$ cat src/hdl/gfla_pkg.sv
`timescale 1ns / 1ps

package gfla_pkg;

    localparam int ELEM_BITS = 8;
    localparam int POLY_BITS = ELEM_BITS + 1;
    localparam int FB_BITS   = 4;
    localparam logic [FB_BITS-1:0] FIELD_BITS_RESET = 4'd2;

    localparam logic [1:0] MODE_ANTILOG = 2'd0;
    localparam logic [1:0] MODE_LOG     = 2'd1;
    localparam logic [1:0] MODE_INVERSE = 2'd2;

    localparam logic [1:0] STAT_OK          = 2'd0;
    localparam logic [1:0] STAT_ZERO        = 2'd1;
    localparam logic [1:0] STAT_RANGE       = 2'd2;
    localparam logic [1:0] STAT_UNSUPPORTED = 2'd3;

    typedef struct packed {
        logic [1:0]           mode;
        logic [ELEM_BITS-1:0] operand;
    } in_item_t;

    typedef struct packed {
        logic [ELEM_BITS-1:0] result;
        logic [1:0]           status;
    } out_item_t;

    typedef enum logic [3:0] {
        S_IDLE = 4'b0001,
        S_LOG  = 4'b0010,
        S_ANTI = 4'b0100,
        S_DONE = 4'b1000
    } state_t;

    // Primitive polynomial with the leading term; zero marks an unsupported degree.
    function automatic logic [POLY_BITS-1:0] poly_for(input logic [FB_BITS-1:0] m);
        logic [POLY_BITS-1:0] p;
        case (m)
            4'd2:    p = 9'h007;
            4'd3:    p = 9'h00B;
            4'd4:    p = 9'h013;
            4'd5:    p = 9'h025;
            4'd6:    p = 9'h043;
            4'd8:    p = 9'h11D;
            default: p = 9'h000;
        endcase
        return p;
    endfunction

endpackage

$ cat src/hdl/gf2m_log_antilog_inverse_core.sv
`timescale 1ns / 1ps
// An antilog of e steps alpha's power e times; a log steps through powers of alpha until it
// meets the operand; an inverse finds the log l, then the antilog of 2^m - 1 - l (0 if l = 0).
// An error answer is ready for transfer in the cycle after its input transfer.
// The core takes one item at a time: in_ready returns in the cycle after the result
// transfer.
// Reset (rst_n, asynchronous, active low) returns to idle and sets field_bits to 2.
module gf2m_log_antilog_inverse_core #(
    parameter int MAX_FIELD_BITS = 8
) (
    input  logic                clk,
    input  logic                rst_n,
    input  logic                psel,
    input  logic                penable,
    input  logic                pwrite,
    input  logic [2:0]          paddr,
    input  logic [31:0]         pwdata,
    output logic [31:0]         prdata,
    output logic                pready,
    input  logic                in_valid,
    output logic                in_ready,
    input  gfla_pkg::in_item_t  in_data,
    output logic                out_valid,
    input  logic                out_ready,
    output gfla_pkg::out_item_t out_data
);
    import gfla_pkg::*;

    logic [FB_BITS-1:0]   field_bits_reg;
    state_t               state_reg, state_next;
    logic [ELEM_BITS-1:0] x_reg, x_next;
    logic [ELEM_BITS-1:0] cnt_reg, cnt_next;
    logic [ELEM_BITS-1:0] v_reg, v_next;
    logic [1:0]           mode_reg, mode_next;
    logic [FB_BITS-1:0]   m_reg, m_next;
    logic [POLY_BITS-1:0] poly_reg, poly_next;
    logic [ELEM_BITS-1:0] q1_reg, q1_next;
    out_item_t            out_reg, out_next;

    logic [POLY_BITS-1:0] cur_poly;
    logic [POLY_BITS-1:0] cur_q;
    logic [POLY_BITS-1:0] cur_q1;
    logic                 supported;
    logic [ELEM_BITS-1:0] step_y;

    assign pready    = 1'b1;
    assign prdata    = (paddr[2] == 1'b0) ? {{(32-FB_BITS){1'b0}}, field_bits_reg} : 32'd0;
    assign in_ready  = (state_reg == S_IDLE);
    assign out_valid = (state_reg == S_DONE);
    assign out_data  = out_reg;

    assign cur_poly  = poly_for(field_bits_reg);
    assign supported = (cur_poly != '0) && (int'(field_bits_reg) <= MAX_FIELD_BITS);
    assign cur_q     = POLY_BITS'(1) << field_bits_reg;
    assign cur_q1    = cur_q - POLY_BITS'(1);

    gfla_alpha_step u_step (
        .x    (x_reg),
        .m    (m_reg),
        .poly (poly_reg),
        .y    (step_y)
    );

    always_comb
    begin
        state_next = state_reg;
        x_next     = x_reg;
        cnt_next   = cnt_reg;
        v_next     = v_reg;
        mode_next  = mode_reg;
        m_next     = m_reg;
        poly_next  = poly_reg;
        q1_next    = q1_reg;
        out_next   = out_reg;
        case (state_reg)
            S_IDLE:
            begin
                if (in_valid)
                begin
                    m_next          = field_bits_reg;
                    poly_next       = cur_poly;
                    q1_next         = cur_q1[ELEM_BITS-1:0];
                    mode_next       = in_data.mode;
                    v_next          = in_data.operand;
                    x_next          = ELEM_BITS'(1);
                    out_next.result = '0;
                    out_next.status = STAT_OK;
                    if (!supported)
                    begin
                        out_next.status = STAT_UNSUPPORTED;
                        state_next      = S_DONE;
                    end
                    else if (in_data.mode == MODE_ANTILOG)
                    begin
                        cnt_next = in_data.operand;
                        if ({1'b0, in_data.operand} >= cur_q1)
                        begin
                            out_next.status = STAT_RANGE;
                            state_next      = S_DONE;
                        end
                        else
                        begin
                            state_next = S_ANTI;
                        end
                    end
                    else if (in_data.mode == MODE_LOG || in_data.mode == MODE_INVERSE)
                    begin
                        cnt_next = '0;
                        if (in_data.operand == '0)
                        begin
                            out_next.status = STAT_ZERO;
                            state_next      = S_DONE;
                        end
                        else if ({1'b0, in_data.operand} >= cur_q)
                        begin
                            out_next.status = STAT_RANGE;
                            state_next      = S_DONE;
                        end
                        else
                        begin
                            state_next = S_LOG;
                        end
                    end
                    else
                    begin
                        out_next.status = STAT_RANGE;
                        state_next      = S_DONE;
                    end
                end
            end
            S_LOG:
            begin
                if (x_reg == v_reg)
                begin
                    if (mode_reg == MODE_LOG)
                    begin
                        out_next.result = cnt_reg;
                        state_next      = S_DONE;
                    end
                    else
                    begin
                        cnt_next   = (cnt_reg == '0) ? '0 : q1_reg - cnt_reg;
                        x_next     = ELEM_BITS'(1);
                        state_next = S_ANTI;
                    end
                end
                else
                begin
                    x_next   = step_y;
                    cnt_next = cnt_reg + ELEM_BITS'(1);
                end
            end
            S_ANTI:
            begin
                if (cnt_reg == '0)
                begin
                    out_next.result = x_reg;
                    state_next      = S_DONE;
                end
                else
                begin
                    x_next   = step_y;
                    cnt_next = cnt_reg - ELEM_BITS'(1);
                end
            end
            S_DONE:
            begin
                if (out_ready)
                begin
                    state_next = S_IDLE;
                end
            end
            default:
            begin
                state_next = S_IDLE;
            end
        endcase
    end

    always_ff @(posedge clk or negedge rst_n)
    begin
        if (!rst_n)
        begin
            state_reg      <= S_IDLE;
            field_bits_reg <= FIELD_BITS_RESET;
        end
        else
        begin
            state_reg <= state_next;
            if (psel && penable && pwrite && paddr[2] == 1'b0)
            begin
                field_bits_reg <= pwdata[FB_BITS-1:0];
            end
        end
    end

    always_ff @(posedge clk)
    begin
        x_reg    <= x_next;
        cnt_reg  <= cnt_next;
        v_reg    <= v_next;
        mode_reg <= mode_next;
        m_reg    <= m_next;
        poly_reg <= poly_next;
        q1_reg   <= q1_next;
        out_reg  <= out_next;
    end

`ifndef SYNTHESIS
    a_err_zero_result: assert property (@(posedge clk) disable iff (!rst_n)
        (out_valid && out_data.status != STAT_OK) |-> (out_data.result == '0))
        else $error("error transfer carries a nonzero result");

    a_busy_after_accept: assert property (@(posedge clk) disable iff (!rst_n)
        (in_valid && in_ready) |=> !in_ready)
        else $error("input ready right after an accepted transfer");

    a_log_index_bound: assert property (@(posedge clk) disable iff (!rst_n)
        (state_reg == S_LOG) |-> (cnt_reg < q1_reg))
        else $error("log search ran past the field order");

    a_anti_nonzero: assert property (@(posedge clk) disable iff (!rst_n)
        (state_reg == S_ANTI || state_reg == S_LOG) |-> (x_reg != '0))
        else $error("power of alpha became zero");
`endif

endmodule

$ cat src/hdl/gfla_alpha_step.sv
`timescale 1ns / 1ps

module gfla_alpha_step (
    input  logic [gfla_pkg::ELEM_BITS-1:0] x,
    input  logic [gfla_pkg::FB_BITS-1:0]   m,
    input  logic [gfla_pkg::POLY_BITS-1:0] poly,
    output logic [gfla_pkg::ELEM_BITS-1:0] y
);
    import gfla_pkg::*;

    logic [POLY_BITS-1:0] shifted;
    logic [POLY_BITS-1:0] reduced;

    always_comb
    begin
        shifted = {x, 1'b0};
        if (m <= FB_BITS'(ELEM_BITS) && shifted[m])
        begin
            reduced = shifted ^ poly;
        end
        else
        begin
            reduced = shifted;
        end
        y = reduced[ELEM_BITS-1:0];
    end

endmodule

$ cat config.mk
export PLATFORM = sky130hd
export DESIGN_NAME = gf2m_log_antilog_inverse_core
export DESIGN_NICKNAME = d
export VERILOG_FILES = /design/src/hdl/gfla_pkg.sv /design/src/hdl/gf2m_log_antilog_inverse_core.sv /design/src/hdl/gfla_alpha_step.sv
export SDC_FILE = /design/constraint.sdc
export NUM_CORES = 1
export LEC_CHECK = 0
export ABC_AREA = 0
export ABC_CLOCK_PERIOD_IN_PS = 2900
export CAP_MARGIN = 40
export CORE_MARGIN = 2
export CORE_UTILIZATION = 40
export CTS_CLUSTER_SIZE = 30
export DETAILED_ROUTE_END_ITERATION = 6
export DONT_BUFFER_PORTS = 1
export SETUP_SLACK_MARGIN = 0.05
export SYNTH_ARGS = -nofsm -noshare
export SYNTH_HDL_FRONTEND = slang
export SYNTH_SLANG_ARGS = --single-unit
export TNS_END_PERCENT = 50
$ cat constraint.sdc
create_clock -name clk -period 2.9 [get_ports clk]
set_clock_uncertainty 0.05 [all_clocks]
set_input_delay 0.435 -clock clk [delete_from_list [all_inputs] [get_ports clk]]
set_output_delay 0.435 -clock clk [all_outputs]
set_load 0.03 [all_outputs]
Word-level counts from Yosys, hierarchy flattened
Cells that the tools add are included.
{ "totals": {"reg_bits": 64, "elab_cells": 104, "in_bits": 52} }
{ "classes": {"n_reduce_logical": 16, "add_sub_neg": 4, "muxes": 42, "n_eq_ne": 23, "bitwise": 2, "magnitude_cmp": 5, "shifts": 1} }
{ "ops": {"columns": ["operator", "count"], "rows": [
  ["2-to-1 mux 8 bit", 16],
  ["case mux 8 bit (3 select lines)", 3],
  ["case mux 9 bit (6 select lines)", 1],
  ["2-to-1 mux 4 bit", 12],
  ["greater-or-equal comparator 8 x 9 -> 1 bit", 2],
  ["== test 4 x 3 -> 1 bit (second input constant)", 4],
  ["logical NOT 8 bit", 2],
  ["case mux 4 bit (4 select lines)", 1],
  ["== test 4 x 2 -> 1 bit (second input constant)", 3],
  ["2-to-1 mux 2 bit", 6],
  ["2-to-1 mux 10 bit", 1],
  ["!= test 2 bit (second input constant)", 5],
  ["nonzero test 9 bit", 1],
  ["<< shifter 1 x 4 -> 9 bit (first input constant)", 1],
  ["subtractor 9 x 1 -> 9 bit (second input constant)", 1],
  ["adder 8 x 1 -> 8 bit (second input constant)", 1],
  ["== test 4 bit (second input constant)", 2],
  ["== test 8 bit", 1],
  ["less-or-equal comparator 4 bit (second input constant)", 2],
  ["AND reduction 4 bit", 2],
  ["subtractor 8 x 1 -> 8 bit (second input constant)", 1],
  ["subtractor 8 bit", 1],
  ["XOR 8 bit", 1],
  ["AND reduction 6 bit", 1],
  ["other kinds (16)", 22]
]} }

Longest topological paths before layout
{ "depth": {"ltp_word": 9, "depth_mapped": 17, "ltp_nobuf": 14} }

Modules after synthesis
Synthesis repeated with hierarchy kept, for this count alone.
{ "unflattened": {"hier_cells": 436, "hier_area_um2": 4479.3} }
{ "modules_own_cells": {"columns": ["module", "instances", "area_per_inst_um2", "seq_area_each_um2", "cells_each"], "rows": [
  ["gf2m_log_antilog_inverse_core", 1, 4018.9, 1884.3, 378],
  ["gfla_alpha_step", 1, 460.4, 0.0, 58]
]} }

Worst setup path before layout
OpenSTA, ideal clock, no wires.
{ "synth_timing": {"kind": "reg-to-reg", "from": "register field_bits_reg[0]", "to": "register state_reg[3]", "setup_ps": 123, "path_stages_with_launch": 18, "synth_period_minus_slack_ps": 3188, "slack_ps": -288, "path_buffers": 3, "arrival_ps": 3015, "path_cell_list": "dfrtp_1 buf_2 clkbuf_1 nor2_1 nand2_1 ha_1 clkbuf_1 nor4_1 a21oi_1 o21ai_0 inv_1 ha_1 a211o_1 a31oi_1 o21ai_0 a31o_2 a221oi_2 o21ai_1"} }
{ "synth_between": {"elab_cells_between_ends": 22} }
{ "synth_rtl": {"columns": ["item", "line", "text"], "rows": [
  ["start, declared", "gf2m_log_antilog_inverse_core.sv:29", "logic [FB_BITS-1:0] field_bits_reg;"],
  ["start signal, assigned", "gf2m_log_antilog_inverse_core.sv:192", "field_bits_reg <= pwdata[FB_BITS-1:0];"],
  ["<< shifter 1 x 4 -> 9 bit", "gf2m_log_antilog_inverse_core.sv:54", "assign cur_q = POLY_BITS'(1) << field_bits_reg;"],
  ["subtractor 9 x 1 -> 9 bit", "gf2m_log_antilog_inverse_core.sv:55", "assign cur_q1 = cur_q - POLY_BITS'(1);"],
  ["via cur_q1[0]", "gf2m_log_antilog_inverse_core.sv:42", "logic [POLY_BITS-1:0] cur_q1;"],
  ["greater-or-equal comparator 8 x 9 -> 1 bit", "gf2m_log_antilog_inverse_core.sv:96", "if ({1'b0, in_data.operand} >= cur_q1)"],
  ["2-to-1 mux 4 bit", "gf2m_log_antilog_inverse_core.sv:96", null],
  ["2-to-1 mux 4 bit", "gf2m_log_antilog_inverse_core.sv:93", "else if (in_data.mode == MODE_ANTILOG)"],
  ["2-to-1 mux 4 bit", "gf2m_log_antilog_inverse_core.sv:88", "if (!supported)"],
  ["2-to-1 mux 4 bit", "gf2m_log_antilog_inverse_core.sv:78", "if (in_valid)"],
  ["case mux 4 bit (4 select lines)", "gf2m_log_antilog_inverse_core.sv:75", "case (state_reg)"],
  ["end signal, assigned", "gf2m_log_antilog_inverse_core.sv:189", "state_reg <= state_next;"],
  ["end, declared", "gf2m_log_antilog_inverse_core.sv:30", "state_t state_reg, state_next;"]
]} }
The timed path passes the listed nets, and every way through them passes these cells. The select of a mux whose other input is x is not followed.
A chain may end at the register's enable or synchronous reset.

Final worst setup path
{ "layout_timing": {"from": "register field_bits_reg[1]", "to": "register state_reg[3]"} }
{ "layout_between": {"elab_chain_len": 9, "elab_cells_between_ends": 22} }
{ "layout_rtl": {"columns": ["item", "line"], "rows": [
  ["branches (longest 6 deep; another with subtractor 9 x 1 -> 9 bit)", null],
  ["2-to-1 mux 4 bit (*)", "gf2m_log_antilog_inverse_core.sv:88"],
  ["2-to-1 mux 4 bit (*)", "gf2m_log_antilog_inverse_core.sv:78"],
  ["case mux 4 bit (4 select lines) (*)", "gf2m_log_antilog_inverse_core.sv:75"]
]} }
Mark *: on every way between the ends. The select of a mux whose other input is x is not followed.

==> impl_metrics.csv <==
group,metric,value,unit
timing,hold_viol_final,0,
drt,drtIter0Drc,201,
timing,finalCritPeriodShare,0.932,
logic_synthesis,ys_seq_area_frac,0.437,
logic_synthesis,synth.largest_area_cell,"edfxtp_1",
logic_synthesis,synth_cell_types,64,
cells_and_area,drive_gt1_frac,0.162,
die,die_h,107,um
placed_design,dp.cells,547,
critical_path,endpoint,"state_reg[3]$_DFFE_PN0P_",
placed_design,dp_hpwl,7100,um
drt,wl_met3,590,um
die,start_util,0.411,
placed_design,placed_area,4390,um^2
critical_path,path_class,"flop to flop",
placed_design,io_buffers,0,
drt,viasPerCell,5.32,
critical_path,reg2reg_to,"state_reg[3]$_DFFE_PN0P_",
timing,layout_min_cycle_time,2700,ps
timing,slew_headroom,0.614,
timing,rsz0062_at_grt,"true",
logic_synthesis,synth_edf_count,55,
power,peakVddDrop,0.276,mV
drt,post-route-drc-count,0,
cells_and_area,nFillCells,964,
cts,cts_buffer_depth,2,
die,num_rows,37,
cts,cts_buffers,9,
timing,tightest_slew,578,ps
global_route,grt_pass1_wl,14500,um
drt,highest_layer,"met4",
drt,ant_nets,0,
critical_path,r2r_setup_slack,200,ps
timing,setup_viol,0,
logic_synthesis,synth_ff_type,"edfxtp_1",
global_route,grt_usage,0.168,
drt,via_count,3026,
cells_and_area,largest_reg_flops,10,
worst_hold_path,min_path_type,"input pin to flop",
cts,cts_tree,"built",
timing,slew_viol_final,0,
global_route,grt_pass1_vias,2779,
die,die_width,107,um
drt,wl_per_cell,16.6,um
logic_synthesis,syn_area,4240,um^2
outcome,outcome,"complete, no violations",
critical_path,critical_path.startpoint_type,"flop",
cts,clock-sinks,63,
cts,cts.clk_slew.worst_paths,70,ps
logic_synthesis,synthCells,410,
logic_synthesis,avgSynthCellArea,10.3,um^2
critical_path,r2r_start,"field_bits_reg[1]$_DFFE_PN1P_",
die,die_area,11400,um^2
cts,h-tree-depth,3,
cells_and_area,areaGrowthSynthToFinish,11.1,%
cells_and_area,num_antenna_cells,0,
drt,drtPass1Iterations,7,
drt,wl,9420,um
logic_synthesis,ys_ff_latch,63,
logic_synthesis,synth-async-reset-ratio,0.127,
cells_and_area,stdcell_count,569,
cts,root_buffer,"clkbuf_8",
flow_run,drv_cap,0,
logic_synthesis,synth_top_area_frac,0.389,
critical_path,end_kind,"flop",
power,total_power,0.00387,W
global_route,grt_overflow,0,
cells_and_area,fin_area,4710,um^2
timing,fmax,370,MHz
cells_and_area,nNetsFinal,510,
power,p_per_area,822,nW/um^2
global_route,grt_antenna_before_repair,0,
die,ios,97,
drt,drt-met1-wl,4170,um
power,p_leak,1.79,nW
critical_path,cp.arrival,2870,ps
drt,wl_met2,4460,um
placed_design,routabilityCongestion,0.848,
cts,clk_latency,340,ps
die,core_area,10300,um^2
logic_synthesis,yosysWarningCount,0,
critical_path,startpoint,"field_bits_reg[1]$_DFFE_PN1P_",
global_route,grt_max_degree,34,
logic_synthesis,synthTopCellsByArea,"edfxtp_1, ha_1, xnor2_1, buf_4, dfrtp_1",
critical_path,worstPathRequired,3070,ps
critical_path,cp_max_fo,6,
critical_path,r2r_cells,14,
repair_timing:
item,4_1_cts,5_1_grt
resized for setup,2,15
cloned,0,0
pin swaps,1,6
hold endpoints to repair,8,0
hold buffers,1,0
setup buffers,0,5
endpoints found under the setup margin,3,3
through the flow:
step                hold WS, ps  setup TNS, ps  setup WS [ps]   util
global route                117              0           4.85  0.456
CTS                         131              0           50.9  0.445
finish                      140              0            198  0.456
global placement           89.7              0           36.3  0.425
detailed placement         89.7          -17.0          -17.0  0.425
floorplan                  89.4              0           22.5      -
placed cells by master (no fill, tap or decap), types with 8 or more instances in the layout:
cell type	count
clkbuf_8	10
nand3_1	12
conb_1	29
buf_4	23
edfxtp_1	55
nor2_1	24
nor3_1	8
xor2_1	10
ha_1	26
xnor2_1	26
nand2b_1	8
nand2_1	24
o21ai_0	27
inv_1	26
a21oi_1	15
final cells by class:
| cell class | instances | area, um^2 | share of cell area |
|---|---|---|---|
| Multi-Input combinational cell | 301 | 2190 | 0.464 |
| Clock buffer | 12 | 145 | 0.0308 |
| Clock inverter | 4 | 46.3 | 0.00983 |
| Sequential cell | 63 | 1860 | 0.394 |
| Inverter | 27 | 101 | 0.0215 |
| Timing Repair Buffer | 26 | 205 | 0.0436 |
| Tap cell | 136 | 170 | 0.0361 |
worst max-delay path, cell delays in order, from the launching register on:
cell and delay [ps]:
dfstp_2 570, nor2_4 60, nand2_2 90, ha_4 180, buf_4 150, a21oi_1 60, nor2_1 100, a21oi_1 70
ha_2 200, a211o_1 260, a31oi_1 130, o21ai_1 90, a31o_2 230, a221oi_2 240, o21ai_1 80
synthesized netlist by cell type, types with 2 or more instances:
cell type and instances:
a21boi_0 2, a21o_1 3, a21oi_1 15, a221o_1 2
a222oi_1 5, a22o_1 2, a31oi_1 3, and3_1 4
buf_2 7, buf_4 29, clkbuf_1 7, clkbuf_2 2
conb_1 2, dfrtp_1 6, dfstp_2 2, edfxtp_1 55
ha_1 29, inv_1 26, mux2_2 4, mux2i_1 3
nand2_1 26, nand2b_1 8, nand3_1 12, nand3b_1 4
nand4_1 2, nor2_1 28, nor2b_1 6, nor3_1 9
nor4_1 4, nor4b_4 2, o21a_1 3, o21ai_0 29
o21ai_1 2, o21bai_1 2, o31a_1 2, xnor2_1 26
xor2_1 10
how the worst min path moves through the flow:
stage	start	endpoint	slack, ps	cells past startpoint
after floorplan	rst_n	field_bits_reg[0]$_DFFE_PN0P_	90	0
after global placement	rst_n	state_reg[2]$_DFFE_PN0P_	90	0
after detailed placement	rst_n	state_reg[3]$_DFFE_PN0P_	90	0
after CTS	in_data[8]	mode_reg[0]$_DFFE_PP_	130	0
after global routing	in_data[9]	mode_reg[1]$_DFFE_PP_	120	0
final	in_data[0]	v_reg[0]$_DFFE_PP_	140	0
cell families after synthesis:
group           share of synthesized area
fa+ha+maj                          0.0903
flops                               0.437
simple gates                        0.147
other cells                       0.00177
xor+xnor                           0.0743
buf+inv                            0.0947
mux                                0.0230
compound gates                      0.132
report_power, final:
group / internal, W / total, W / switching [W] / leakage, nW
Sequential: 0.00132 / 0.00160 / 0.000279 / 0.616
Clock: 0.000417 / 0.000750 / 0.000333 / 0.0940
Combinational: 0.000634 / 0.00152 / 0.000888 / 1.08
Total: 0.00237 / 0.00387 / 0.00150 / 1.79
per-layer routing:
| metal | vias to the layer above | track usage |
|---|---|---|
| met5 | - | 0 |
| met4 | 0 | 0.0603 |
| met3 | 18 | 0.0450 |
| met2 | 106 | 0.267 |
| met1 | 1455 | 0.221 |
| li1 | 1447 | - |
Note: power is estimated with default switching activity, not from simulation.
